==> config.mk <==
export PLATFORM = sky130hd
export DESIGN_NAME = fep_palette
export DESIGN_NICKNAME = d
export VERILOG_FILES = /design/src/rtl/fep_pkg.sv /design/src/rtl/fep_palette.sv
export SDC_FILE = /design/constraint.sdc
export NUM_CORES = 1
export LEC_CHECK = 0
export ABC_AREA = 1
export BUFFER_PORTS_ARGS = -buffer_cell sky130_fd_sc_hd__clkbuf_2
export CELL_PAD_IN_SITES_DETAIL_PLACEMENT = 1
export CELL_PAD_IN_SITES_GLOBAL_PLACEMENT = 2
export CORE_MARGIN = 2
export CORE_UTILIZATION = 31
export DETAILED_ROUTE_END_ITERATION = 8
export GPL_TIMING_DRIVEN = 0
export PLACE_DENSITY_LB_ADDON = 0.1
export SETUP_SLACK_MARGIN = 0.4
export SLEW_MARGIN = 20
export SYNTH_ARGS = -nofsm -noshare
export SYNTH_HDL_FRONTEND = slang
export SYNTH_SLANG_ARGS = --single-unit
==> constraint.sdc <==
create_clock -name clk_i -period 1.2 [get_ports clk_i]
set_clock_uncertainty 0.1 [all_clocks]
set_input_delay 0.18 -clock clk_i [delete_from_list [all_inputs] [get_ports clk_i]]
set_output_delay 0.18 -clock clk_i [all_outputs]
set_load 0.01 [all_outputs]
==> src/rtl/fep_pkg.sv <==
`default_nettype none

package fep_pkg;

  localparam int HeatW     = 3;
  localparam int ColourW   = 24;
  localparam int NumPalette = 5;
  localparam int CfgIdxW   = $clog2(NumPalette);

  localparam logic [HeatW-1:0] HeatMax = 3'd4;

  typedef logic [ColourW-1:0] rgb_t;

  localparam rgb_t PaletteReset [NumPalette] = '{
    24'h000000, 24'hFF0000, 24'hFFA500, 24'hFFFF00, 24'hFFFFFF
  };

  typedef enum logic [1:0] {
    CMD_INIT      = 2'd0,
    CMD_PROPAGATE = 2'd1,
    CMD_READ      = 2'd2
  } cmd_e;

  typedef enum logic [1:0] {
    ST_CLEAR,
    ST_IDLE,
    ST_PROP,
    ST_READ
  } state_e;

  // result handed from the sequencer to the colour stage
  typedef struct packed {
    logic             valid;
    logic             blank;
    logic [HeatW-1:0] heat;
    logic             done;
  } res_t;

endpackage

`default_nettype wire

==> src/rtl/fep_palette.sv <==
`default_nettype none

module fep_palette import fep_pkg::*; (
  input  wire logic               clk_i,
  input  wire logic               rst_ni,
  input  wire logic               cfg_we_i,
  input  wire logic [CfgIdxW-1:0] cfg_idx_i,
  input  wire logic [ColourW-1:0] cfg_data_i,
  input  wire res_t               res_i,
  output rgb_t                    colour_o
);

  rgb_t palette_q [NumPalette];

  always_ff @(posedge clk_i or negedge rst_ni) begin
    if (!rst_ni) begin
      palette_q <= PaletteReset;
    end else if (cfg_we_i && (cfg_idx_i < CfgIdxW'(NumPalette))) begin
      palette_q[cfg_idx_i] <= cfg_data_i;
    end
  end

  // an unused command gives a blank result: heat and colour are all zero
  always_comb begin
    if (res_i.blank) begin
      colour_o = '0;
    end else if (res_i.heat <= HeatMax) begin
      colour_o = palette_q[res_i.heat];
    end else begin
      colour_o = palette_q[0];
    end
  end

endmodule

`default_nettype wire

# == After elaboration in Yosys (flattened, before gate mapping) ==
# Cells that the tools add are included.
# word_totals
regBits,120
input_bits,36
output_inout_bits,24
# classes
magnitude_cmp,5
n_mux,8
n_bitwise,2
n_reduce_logical,2
# op_table
cell,count
120-bit bitwise mux,1
24-bit two-way mux,5
24-bit binary-select mux with 3-bit select,1
24-bit demux with 3-bit select,1
4-bit greater-or-equal comparator (second input constant),2
3-bit NOT with 4-bit output,2
4-bit by 1-bit < comparator with 1-bit output (second input constant),1
3-bit <= comparator (second input constant),1
3-bit < comparator (second input constant),1
1-bit logical AND,2

# == Depth between registers and ports, before layout ==
# logic_depth
ltp_word,6
mapped_depth,8

# == Least setup slack after synthesis ==
# OpenSTA, ideal clock, no wires.
# synth_path
path_type,input -> output
startpoint,input port res_i[2] in the netlist's numbering
endpoint,output port colour_o[10]
arrival_ps,1130
required_time_ps,920
path_slack_ps,-210
stages,7
path_buffers,2
cell_sequence,buf_2 inv_2 clkbuf_1 nand3_1 nand2_1 nand2_1 a21oi_1
# synth_between
elab_chain_len,6
elab_cells_between_ends,7
cone_classes,1 x order compare; 5 x mux; 1 x bitwise
# synth_rtl
element,line_no,rtl
from (decl),fep_palette.sv:9,"input wire res_t res_i,"
3-bit NOT with 4-bit output (implied by the code),fep_palette.sv:28,colour_o = palette_q[res_i.heat];
24-bit binary-select mux with 3-bit select,fep_palette.sv:28,
24-bit two-way mux (implied by the code) (2 in series),fep_palette.sv:28,
24-bit two-way mux (*),fep_palette.sv:27,end else if (res_i.heat <= HeatMax) begin
24-bit two-way mux (*),fep_palette.sv:25,if (res_i.blank) begin
to (decl),fep_palette.sv:10,output rgb_t colour_o
# Mark *: on every way between the ends. The rest lies on a longest branch, timed or not. The select of a mux whose other input is x is not followed.

# == Final worst setup path ==
# layout_path
startpoint,register palette_q[65] in the netlist's numbering
endpoint,output port colour_o[17]
# layout_between
elab_chain_len,5
# layout_rtl
element,line_no,rtl
from (decl),fep_palette.sv:13,rgb_t palette_q [NumPalette];
from (signal assigned),fep_palette.sv:17,palette_q <= PaletteReset;
"from (signal, indexed assignment)",fep_palette.sv:19,palette_q[cfg_idx_i] <= cfg_data_i;
24-bit binary-select mux with 3-bit select,fep_palette.sv:28,
24-bit two-way mux (implied by the code) (2 in series),fep_palette.sv:28,
24-bit two-way mux,fep_palette.sv:27,
24-bit two-way mux,fep_palette.sv:25,
# Every way passes these cells. The select of a mux whose other input is x is not followed.

==> results_dict.tcl <==
set metrics [dict create \
    status "finished with violations" \
    violations "hold timing, setup timing" \
    antenna_cells 0 \
    largest_register_ffs 120 \
    setup_ws_ps -677 \
    post-route-drc-count 0 \
    worst_ep_required_time_ps 920 \
    die_y_um 145 \
    grt_max_degree 80 \
    synthCells 862 \
    clk_pin_slew_ps 60 \
    die-area_um2 21100 \
    setup_viol 24 \
    htree_levels 4 \
    drv_cap 0 \
    first_pass_iters 4 \
    rsz0062_at_grt "yes" \
    layout-drive-gt1-share_pct 46.2 \
    largest_register "palette_q" \
    grtUsageTotal_pct 22.1 \
    via_per_inst 4.87 \
    clkSinkCount 120 \
    end_kind "primary output" \
    ys_seq_area_share_pct 49.6 \
    port_buffers 55 \
    wl_met3_um 784 \
    synth_nets 898 \
    grt_pass1_wl_mm 35.9 \
    critPathArrivalTime_ps 1600 \
    hp-class "input pin to async pin" \
    fp.dieW_um 145 \
    routed_wl_mm 24.1 \
    p_per_area_nw_per_um2 1570 \
    ant_nets 0 \
    place_congestion 0.782 \
    drt_iter0_drc 281 \
    final_common_cell "nand2_1" \
    clk-insertion-delay-late_ps 410 \
    top_regs "palette_q (120)" \
    syn_area_per_cell_um2 7.19 \
    rows 51 \
    highest_layer "met4" \
    yosysWarnings 0 \
    fin_hold_ws_ps -411 \
    hold_viol 69 \
    synthToLayoutAreaGrowth_pct 49.5 \
    final_cell_mix "196 x nand2_1, 119 x inv_1, 83 x nand3_1, 62 x o21ai_1" \
    coreArea_um2 19500 \
    ios 60 \
    gr-total-overflow 0 \
    relSlewSlack_pct 39.1 \
    worstMarginPinSlew_ps 914 \
    antenna_found_initial 0 \
    nets 1004 \
    max_freq_mhz 533 \
    fillerInstances 2338 \
    ys_ff_latch 120 \
    ys_types 15 \
    min_period_over_period_pct 156 \
    leakagePower_uw 0.00454 \
    numCtsBuffers 17 \
    final_max_slew_viol_count 0 \
    crit_type "register to primary output" \
    finalSetupTns_ps -13870 \
    finalCriticalPeriod_ps 1880 \
    peakVddDrop_v 0.00102 \
    ctsLongestPathBuffers 2 \
    critPathLaunchType "register" \
    drt-met1-wl_mm 10.4 \
    wl_per_cell_um 19.4 \
    cts-root-buf "clkbuf_16" \
    initial_utilization_pct 31.8 \
    syn_area_um2 6200 \
    vias 6072 \
    grt_pass1_vias 6373 \
    cts_tree "yes" \
    cp_max_fo 2 \
    wl_met2_mm 12.4 \
    placed_cells 1183 \
    layoutNonFillerInstCount 1246 \
    hpwl_mm 15.3 \
]
==> stage by stage <==
step	utilization (%)	cell area (µm²)	hold WS, ps	setup WS, ps	power, µW
2_1_floorplan	-	6600	-216	-9.11	7180
3_3_place_gp	36.9	7210	357	-2080	7870
3_5_place_dp	37.1	7240	37.6	-724	8050
5_1_grt	47.5	9270	-397	-745	15300
4_1_cts	41.7	8140	-403	-688	13800
6_report	47.5	9270	-411	-677	14600
==> cell type report <==
| type | instances | area (µm²) | share of cell area (%) |
|---|---|---|---|
| buffer | 53 | 579 | 6.25 |
| sequential | 120 | 3080 | 33.2 |
| multi-input combinational | 539 | 3220 | 34.7 |
| clock inverter | 7 | 138 | 1.48 |
| inverter | 150 | 591 | 6.37 |
| clock buffer | 25 | 505 | 5.45 |
| timing repair buffer | 87 | 827 | 8.92 |
| tap | 265 | 332 | 3.58 |
==> cell usage after synthesis (all sizes together) <==
master	number	area, µm²
nor2	4	17.5
o21ai	120	601
nand2	294	1110
nand3	97	485
dfstp	60	1580
a21oi	24	120
dfrtp	60	1500
inv	150	563
buf	33	154
clkbuf	20	75.1
==> report_power, final <==
group / internal, µW / switching (µW) / total (µW)
Combinational: 1430 / 1750 / 3180
Clock: 3750 / 1870 / 5620
Sequential: 5100 / 662 / 5760
Total: 10300 / 4280 / 14600
==> final timing paths <==
path	slack (ps)	depth (start not counted)	endpoint	start
min in group clk_i	-20	3	palette_q[63]	cfg_data_i[15]
min	-410	1	palette_q[76]	rst_ni
max	-680	7	colour_o[17]	palette_q[65]
max in group asynchronous	640	2	palette_q[89]	rst_ni
max reg2reg	300	3	palette_q[94]	palette_q[94]
min reg2reg	360	2	palette_q[93]	palette_q[93]
==> metal layers <==
layer  GRT usage, %  vias to the layer above
met5              0                        -
met4           7.50                        0
li1               -                     2880
met3           3.10                       40
met1           27.8                     3053
met2           39.2                       99
==> critical path, cell delays in order, from the launching register on <==
cell and delay, ps:
dfstp_2 550, inv_2 40, nand2_2 50, nand3_2 70, nand2_1 70, nand2_1 60, a21oi_2 170, buf_2 170
==> cell families after synthesis <==
family	after synthesis	share of synthesized area [%]
flip-flops	120	49.6
AND/OR/NAND/NOR	395	26.0
buffers and inverters	203	12.8
AO/OA/AOI/OAI	144	11.6
==> repair_timing <==
item,in CTS,in global routing
endpoints found under the hold margin,84,41
gates resized for setup,52,266
cloned,1,7
pin swaps,42,72
setup buffers,7,16
endpoints found under the setup margin,130,140
(Power assumes the default switching activity.)
