[src/rtl/fep_pkg.sv]
`default_nettype none

package fep_pkg;

  localparam int HeatW     = 3;
  localparam int ColourW   = 24;
  localparam int NumPalette = 5;
  localparam int CfgIdxW   = $clog2(NumPalette);

  localparam logic [HeatW-1:0] HeatMax = 3'd4;

  typedef logic [ColourW-1:0] rgb_t;

  localparam rgb_t PaletteReset [NumPalette] = '{
    24'h000000, 24'hFF0000, 24'hFFA500, 24'hFFFF00, 24'hFFFFFF
  };

  typedef enum logic [1:0] {
    CMD_INIT      = 2'd0,
    CMD_PROPAGATE = 2'd1,
    CMD_READ      = 2'd2
  } cmd_e;

  typedef enum logic [1:0] {
    ST_CLEAR,
    ST_IDLE,
    ST_PROP,
    ST_READ
  } state_e;

  // result handed from the sequencer to the colour stage
  typedef struct packed {
    logic             valid;
    logic             blank;
    logic [HeatW-1:0] heat;
    logic             done;
  } res_t;

endpackage

`default_nettype wire

[src/rtl/fep_seq.sv]
`default_nettype none

module fep_seq import fep_pkg::*; #(
  parameter int GridWidth  = 160,
  parameter int GridHeight = 120,
  parameter int AddrW      = 15
) (
  input  wire logic             clk_i,
  input  wire logic             rst_ni,
  input  wire logic             start,
  output logic                  busy,
  input  wire logic [1:0]       cmd_i,
  input  wire logic [1:0]       rand_bits_i,
  input  wire logic [7:0]       col_i,
  input  wire logic [6:0]       row_i,
  output logic                  ram_re_o,
  output logic      [AddrW-1:0] ram_raddr_o,
  input  wire logic [HeatW-1:0] ram_rdata_i,
  output logic                  ram_we_o,
  output logic      [AddrW-1:0] ram_waddr_o,
  output logic      [HeatW-1:0] ram_wdata_o,
  output res_t                  res_o
);

  localparam int Cells      = GridWidth * GridHeight;
  localparam int ColW       = $clog2(GridWidth);
  localparam int RowW       = $clog2(GridHeight);
  localparam int XW         = ColW + 1;
  localparam int BottomBase = (GridHeight - 1) * GridWidth;

  state_e state_q, state_d;
  logic [AddrW-1:0] clr_q, clr_d;
  logic             emit_init_q, emit_init_d;
  logic [ColW-1:0]  col_q, col_d;
  logic [RowW-1:0]  row_q, row_d;
  logic [AddrW-1:0] base_q, base_d;   // first cell of the row above
  logic [AddrW-1:0] addr_q, addr_d;   // cell being handled
  logic [1:0]       rand_q, rand_d;
  res_t             res_q, res_d;

  logic             clr_last;
  logic             in_range;
  logic [AddrW-1:0] read_addr;
  logic [XW-1:0]    xp1;
  logic [XW-1:0]    rx;
  logic [XW-1:0]    drift;
  logic [ColW-1:0]  nx;
  logic [HeatW-1:0] w;

  assign busy     = (state_q != ST_IDLE);
  assign clr_last = (clr_q == AddrW'(Cells - 1));
  assign in_range = (32'(col_i) < 32'(GridWidth)) && (32'(row_i) < 32'(GridHeight));
  assign read_addr = AddrW'(32'(row_i) * 32'(GridWidth) + 32'(col_i));

  // target column x+1-r, clamped to the grid
  assign xp1   = XW'(col_q) + XW'(1);
  assign rx    = XW'(rand_q);
  assign drift = xp1 - rx;

  always_comb begin
    if (ram_rdata_i == '0) begin
      nx = col_q;
      w  = '0;
    end else begin
      if (xp1 < rx) begin
        nx = '0;
      end else if (drift > XW'(GridWidth - 1)) begin
        nx = ColW'(GridWidth - 1);
      end else begin
        nx = drift[ColW-1:0];
      end
      w = ram_rdata_i - {{(HeatW-1){1'b0}}, rand_q[0]};
    end
  end

  // next state
  always_comb begin
    state_d = state_q;
    case (state_q)
      ST_CLEAR: begin
        if (clr_last) state_d = ST_IDLE;
      end
      ST_IDLE: begin
        if (start) begin
          case (cmd_i)
            CMD_INIT:      state_d = ST_CLEAR;
            CMD_PROPAGATE: state_d = ST_PROP;
            CMD_READ:      if (in_range) state_d = ST_READ;
            default:       state_d = ST_IDLE;
          endcase
        end
      end
      ST_PROP: state_d = ST_IDLE;
      ST_READ: state_d = ST_IDLE;
      default: state_d = ST_IDLE;
    endcase
  end

  // memory accesses, sweep position and result
  always_comb begin
    clr_d       = clr_q;
    emit_init_d = emit_init_q;
    col_d       = col_q;
    row_d       = row_q;
    base_d      = base_q;
    addr_d      = addr_q;
    rand_d      = rand_q;
    res_d       = '0;
    ram_re_o    = 1'b0;
    ram_raddr_o = addr_q;
    ram_we_o    = 1'b0;
    ram_waddr_o = clr_q;
    ram_wdata_o = '0;
    case (state_q)
      ST_CLEAR: begin
        ram_we_o    = 1'b1;
        ram_waddr_o = clr_q;
        ram_wdata_o = (clr_q >= AddrW'(BottomBase)) ? HeatMax : '0;
        clr_d       = clr_q + AddrW'(1);
        if (clr_last) begin
          clr_d       = '0;
          emit_init_d = 1'b0;
          col_d       = '0;
          row_d       = RowW'(1);
          base_d      = '0;
          addr_d      = AddrW'(GridWidth);
          res_d.valid = emit_init_q;
        end
      end
      ST_IDLE: begin
        if (start) begin
          rand_d = rand_bits_i;
          case (cmd_i)
            CMD_INIT: begin
              emit_init_d = 1'b1;
              clr_d       = '0;
            end
            CMD_PROPAGATE: begin
              ram_re_o    = 1'b1;
              ram_raddr_o = addr_q;
            end
            CMD_READ: begin
              if (in_range) begin
                ram_re_o    = 1'b1;
                ram_raddr_o = read_addr;
              end else begin
                res_d.valid = 1'b1;
              end
            end
            default: begin
              res_d.valid = 1'b1;
              res_d.blank = 1'b1;
            end
          endcase
        end
      end
      ST_PROP: begin
        ram_we_o    = 1'b1;
        ram_waddr_o = base_q + AddrW'(nx);
        ram_wdata_o = w;
        res_d.valid = 1'b1;
        res_d.heat  = w;
        if (col_q == ColW'(GridWidth - 1)) begin
          col_d = '0;
          if (row_q == RowW'(GridHeight - 1)) begin
            row_d      = RowW'(1);
            base_d     = '0;
            addr_d     = AddrW'(GridWidth);
            res_d.done = 1'b1;
          end else begin
            row_d  = row_q + RowW'(1);
            base_d = base_q + AddrW'(GridWidth);
            addr_d = addr_q + AddrW'(1);
          end
        end else begin
          col_d  = col_q + ColW'(1);
          addr_d = addr_q + AddrW'(1);
        end
      end
      ST_READ: begin
        res_d.valid = 1'b1;
        res_d.heat  = ram_rdata_i;
      end
      default: ;
    endcase
  end

  always_ff @(posedge clk_i or negedge rst_ni) begin
    if (!rst_ni) begin
      state_q     <= ST_CLEAR;
      clr_q       <= '0;
      emit_init_q <= 1'b0;
      col_q       <= '0;
      row_q       <= RowW'(1);
      base_q      <= '0;
      addr_q      <= AddrW'(GridWidth);
      res_q       <= '0;
    end else begin
      state_q     <= state_d;
      clr_q       <= clr_d;
      emit_init_q <= emit_init_d;
      col_q       <= col_d;
      row_q       <= row_d;
      base_q      <= base_d;
      addr_q      <= addr_d;
      res_q       <= res_d;
    end
  end

  always_ff @(posedge clk_i) begin
    rand_q <= rand_d;
  end

  assign res_o = res_q;

endmodule

`default_nettype wire

[config.mk]
export PLATFORM = sky130hd
export DESIGN_NAME = fep_seq
export DESIGN_NICKNAME = d
export VERILOG_FILES = /design/src/rtl/fep_pkg.sv /design/src/rtl/fep_seq.sv
export SDC_FILE = /design/constraint.sdc
export NUM_CORES = 1
export LEC_CHECK = 0
export BUFFER_PORTS_ARGS = -buffer_cell sky130_fd_sc_hd__buf_2
export CORE_UTILIZATION = 35
export DETAILED_ROUTE_END_ITERATION = 10
export GPL_ROUTABILITY_DRIVEN = 1
export PLACE_DENSITY_LB_ADDON = 0.1
export REMOVE_ABC_BUFFERS = 1
export SETUP_SLACK_MARGIN = 0.3
export SYNTH_ARGS = -nofsm -noshare
export SYNTH_HDL_FRONTEND = slang
export SYNTH_SLANG_ARGS = --single-unit
[constraint.sdc]
create_clock -name clk_i -period 5.3 [get_ports clk_i]
set_clock_uncertainty 0.2 [all_clocks]
set_input_delay 0.265 -clock clk_i [delete_from_list [all_inputs] [get_ports clk_i]]
set_output_delay 0.265 -clock clk_i [all_outputs]
set_load 0.01 [all_outputs]
; ---- Yosys cells after proc, flatten, opt, wreduce, memory -nomap -nowiden
; Index checks and enable logic that the tools add are counted.
[word_totals]
regBits = 71
latchBits = 0
ramBits = 0
rom_bits = 0
in_bits = 25
output_inout_bits = 42
elab_cells = 113
mem_count = 0
[op_classes]
addsub = 10
multipliers = 1
div = 0
n_lt_le_gt_ge = 5
n_eq_ne = 14
shifts = 0
n_mux = 55
bitwise_logic = 0
n_reduce_logical = 16
[ops]
columns = operator, count
row1 = 2-to-1 mux 15 bit, 14
row2 = one-hot mux 15 bit (2 select lines), 3
row3 = 2-to-1 mux 8 bit, 5
row4 = "adder 15 x 1 -> 15 bit, second input constant", 2
row5 = adder 15 x 8 -> 15 bit, 2
row6 = 2-to-1 mux 7 bit, 3
row7 = one-hot mux 8 bit (2 select lines), 1
row8 = "adder 15 x 8 -> 15 bit, second input constant", 1
row9 = "equality test 15 bit, second input constant", 1
row10 = "greater-or-equal comparator 15 bit, second input constant", 1
row11 = 2-to-1 mux 1 bit, 14
row12 = one-hot mux 7 bit (2 select lines), 1
row13 = one-hot mux 2 bit (3 select lines), 2
row14 = one-hot mux 3 bit (2 select lines), 2
row15 = "multiplier 7 x 3 -> 10 bit, second input constant", 1
row16 = "adder 8 x 1 -> 9 bit, second input constant", 1
row17 = "greater-than comparator 9 x 8 -> 1 bit, second input constant", 1
row18 = less-than comparator 9 x 2 -> 1 bit, 1
row19 = AND reduction 3 bit, 3
row20 = subtractor 9 x 2 -> 9 bit, 1
row21 = "adder 8 x 1 -> 8 bit, second input constant", 1
row22 = "equality test 8 bit, second input constant", 1
row23 = "less-than comparator 8 bit, second input constant", 1
row24 = 2-to-1 mux 2 bit, 4
row25 = 20 further kinds, 34

; ---- Longest topological paths before layout
[depth]
ltp_word = 8
mapped_depth = 16
mapped_depth_nobuf = 15

; ---- Worst setup path before layout
; No wires, ideal clock.
[synth_timing]
path_type = reg-to-output
from = reg col_q[0]
to = out ram_waddr_o[13]
arrival_time_ns = 3.923
required_ns = 4.835
setup_slack_ns = 0.912
path_stages_with_launch = 16
n_path_buf = 0
cell_sequence = dfrtp_1 ha_1 ha_1 a211oi_4 mux2i_2 xnor2_1 o311a_4 a2111oi_2 a221o_1 ha_1 a21oi_1 nor2b_1 o21ai_0 nor2_1 xnor2_1 o21ai_0
[synth_between]
elab_chain_len = 8
elab_cells_between_ends = 9
cone_classes = add/sub (3) / order compare (2) / mux (4)
[synth_lines]
columns = element, line
row1 = start: declaration, fep_seq.sv:34  ; logic [ColW-1:0] col_q, col_d;
row2 = start signal: assignment, fep_seq.sv:202  ; col_q <= col_d;
row3 = adder 8 x 1 -> 9 bit, fep_seq.sv:56  ; assign xp1 = XW'(col_q) + XW'(1);
row4 = subtractor 9 x 2 -> 9 bit, fep_seq.sv:58  ; assign drift = xp1 - rx;
row5 = greater-than comparator 9 x 8 -> 1 bit, fep_seq.sv:67  ; end else if (drift > XW'(GridWidth - 1)) begin
row6 = 2-to-1 mux 8 bit, fep_seq.sv:67
row7 = 2-to-1 mux 8 bit, fep_seq.sv:65  ; if (xp1 < rx) begin
row8 = 2-to-1 mux 8 bit (*), fep_seq.sv:61  ; if (ram_rdata_i == '0) begin
row9 = adder 15 x 8 -> 15 bit (*), fep_seq.sv:159  ; ram_waddr_o = base_q + AddrW'(nx);
row10 = 2-to-1 mux 15 bit (*), fep_seq.sv:114  ; case (state_q)
row11 = end: declaration, fep_seq.sv:20  ; output logic [AddrW-1:0] ram_waddr_o,
; Every way passes the cells marked *; elsewhere a longest branch is shown, timed or not.

; ---- Final worst setup path
[layout_timing]
from = reg col_q[0]
to = out ram_waddr_o[10]
; Same word-level chain as after synthesis.

==> flow_metrics.py <==
metrics = {
    "outcome": {
        "run_status": "complete, no violations",
    },
    "placed_design": {
        "place.gp.congestion": 0.874,
        "dpl.cell_count": 828,
        "io_buffers": 66,
        "pre_cts_slack_ns": 0.575,
        "dp_hpwl_um": 9930,
    },
    "routing": {
        "wirelength_um": 13500,
        "drc": 0,
        "vias_per_cell": 5.41,
        "drtIter0Drc": 298,
        "drtAntennaViolNets": 0,
        "route.vias.total": 4597,
        "drt_pass1_iterations": 5,
        "wire_per_inst_um": 15.9,
    },
    "timing": {
        "hold_viol": 0,
        "setup-tns-final_ns": 0,
        "finalMaxSlewViolations": 0,
        "worst_slew_pin_slew_ns": 0.857,
        "fin_crit_ns": 4.74,
        "slew_headroom": 0.429,
        "clock.fmax_mhz": 211,
        "setup_ws_ns": 0.563,
        "fin_crit_sh": 0.894,
        "rsz0062_at_grt": "false",
        "setup_viol": 0,
    },
    "synth": {
        "synth_common_cells": "o21ai_0 (90), nand2_1 (83), dfrtp_1 (61)",
        "synth_top_area_frac": 0.303,
        "syn_avg_cell_area_um2": 8.30,
        "syn_area_um2": 5040,
        "ys_seq_area_frac": 0.330,
        "synth-async-reset-ratio": 0.970,
        "yosysWarningCount": 0,
        "synthCells": 607,
        "ys_ff_latch": 66,
        "synth_top_cell_by_area": "dfrtp_1",
        "ys_types": 64,
        "synth_ff_type": "dfrtp_1",
        "synth.most_common_cell": "o21ai_0",
        "synthTopCellsByArea": "dfrtp_1 (30%), o21ai_0 (8.9%), ha_1 (7.7%), nand2_1 (6.2%), xnor2_1 (4.0%)",
        "synth_edf_count": 2,
    },
    "floorplan": {
        "die_width_um": 122,
        "core_area_um2": 14000,
        "rows": 43,
        "die_h_um": 122,
        "dieArea_um2": 14900,
        "io_pins": 67,
        "start_util": 0.360,
    },
    "clock_tree": {
        "cts_made_buffers": 9,
        "clockBufferDepth": 2,
        "clock-root-buffer": "clkbuf_16",
        "clk_pin_slew_ns": 0.05,
        "numClockSinks": 66,
        "clock_latency_ns": 0.35,
        "cts.htree.levels": 3,
        "cts_tree": "built",
    },
    "global_routing": {
        "grt_use_total": 0.195,
        "grt_pass1_vias": 4408,
        "grt_max_degree": 65,
        "grt-ovfl-total": 0,
        "grt_pass1_wl_um": 22400,
        "grt_antenna_before_repair": 0,
    },
    "setup_path": {
        "cpPeakStageDelay_ns": 0.46,
        "cpMostUsedCell": "ha_1",
        "cp_max_fo": 9,
        "arrival_ns": 4.27,
        "criticalPathCategory": "reg2out",
        "path_cells": "ha_2 > ha_1 > a211oi_4 > mux2i_2 > xnor2_1 > o311a_4 > a2111oi_2 > a221o_1 > ha_1 > a21o_1 > a21oi_2 > nor2b_1 > nand2_1 > xor2_1 > o21ai_0 > buf_2",
        "cp-end-kind": "primary output",
        "slowest_stage": "dfrtp_2",
        "cp.required_ns": 4.84,
        "crit_path_start_kind": "register",
    },
    "power": {
        "p_per_area_nw_per_um2": 348,
        "max-vdd-ir-drop_mv": 0.179,
        "power_leakage_uw": 0.00261,
        "p_total_uw": 2030,
    },
    "cells_and_area": {
        "ff_latch_area_um2": 1670,
        "fin_util": 0.417,
        "nets": 723,
        "post_route_cells_drive_above_1_share": 0.175,
        "multi_input_area_um2": 3160,
        "area_growth_pct": 15.7,
        "diodes": 0,
        "nFillCells": 1424,
        "stdcell_count": 849,
    },
    "job": {
        "maxCapViolations": 0,
    },
    "hold_path": {
        "min_path_type": "in2reg",
    },
}
path summary, 6_finish.rpt:
check	depth (start not counted)	slack (ns)	startpoint	endpoint
setup / recovery	16	0.56	col_q[0]$_DFFE_PN0P_	ram_waddr_o[10]
hold / removal	2	0.04	ram_rdata_i[0]	res_o[1]$_DFF_PN0_
setup reg to reg	8	1.78	clr_q[0]$_DFFE_PN0P_	addr_q[3]$_DFFE_PN0P_
hold reg to reg	1	0.29	row_q[6]$_DFFE_PN0P_	row_q[6]$_DFFE_PN0P_
max in group asynchronous	3	3.85	rst_ni	col_q[0]$_DFFE_PN0P_
min in group asynchronous	3	0.44	rst_ni	row_q[6]$_DFFE_PN0P_
registers in the layout, indices dropped and copies added, names as in the netlist, 2 cells and up:
name,cells
res_o,6
clr_q,15
row_q,7
rand_q,2
state_q,2
col_q,8
base_q,10
addr_q,15
report_power, final:
group | internal (uW) | switching, uW
logic | 357 | 465
registers | 569 | 81.3
clock network | 315 | 241
total | 1240 | 788
logic make-up (layout without fill, tap and decap cells):
family          count (synthesis)  after routing  synth area share
compound gates                180            180             0.225
flops                          66             66             0.330
fa+ha+maj                      34             34            0.0889
mux                            10             10            0.0221
buf+inv                        55            117            0.0457
simple gates                  219            219             0.209
xor+xnor                       43             43            0.0784
critical path, delay by kind of cell (launching register included):
kind / cells / cell delay [ns]
xor gates and xnor gates: 2 / 0.25
buffers and inverters: 1 / 0.15
DFF: 1 / 0.46
muxes: 1 / 0.30
and+or+nand+nor: 2 / 0.19
adders and majority gates: 3 / 0.92
AOI/OAI and AO/OA: 7 / 1.66
layout by cell type (no fill, tap or decap), types with 19 or more instances in the layout:
master and count:
o21ai_0 89, nand2_1 83, buf_2 66, dfrtp_1 59, nor2_1 38, ha_1 30
inv_1 25, a21oi_1 24, xnor2_1 23, nand3_1 22, and3_1 20, xor2_1 19
routing by layer:
layer,vias to the layer above,GRT usage,routed length (um)
met3,17,0.0435,544
met2,94,0.304,6030
met4,0,0.0694,262
met5,-,0,0
li1,2280,-,-
met1,2206,0.263,6640
through the flow:
stage	cell area [um^2]	hold slack (ns)
2_1_floorplan	4910	-0.231
3_3_place_gp	5490	0.246
3_5_place_dp	5490	0.244
4_1_cts	5800	0.0208
5_1_grt	5830	0.0308
6_report	5830	0.0394
layout make-up:
class                      count  share of cell area
clock buffer                   9              0.0386
clock inverter                 7             0.00772
inverter                      26              0.0167
multi-input combinational    486               0.542
sequential                    66               0.286
tap                          180              0.0386
timing repair buffer          75              0.0699
what timing repair did:
item | CTS | global route
cloned | 0 | 0
setup endpoints to repair | 3 | 7
endpoints found under the hold margin | 64 | 0
pin swaps | 0 | 1
setup buffers | 0 | 1
hold buffers | 4 | 0
resized for setup | 1 | 7
Power figures use the tool's default switching activity.
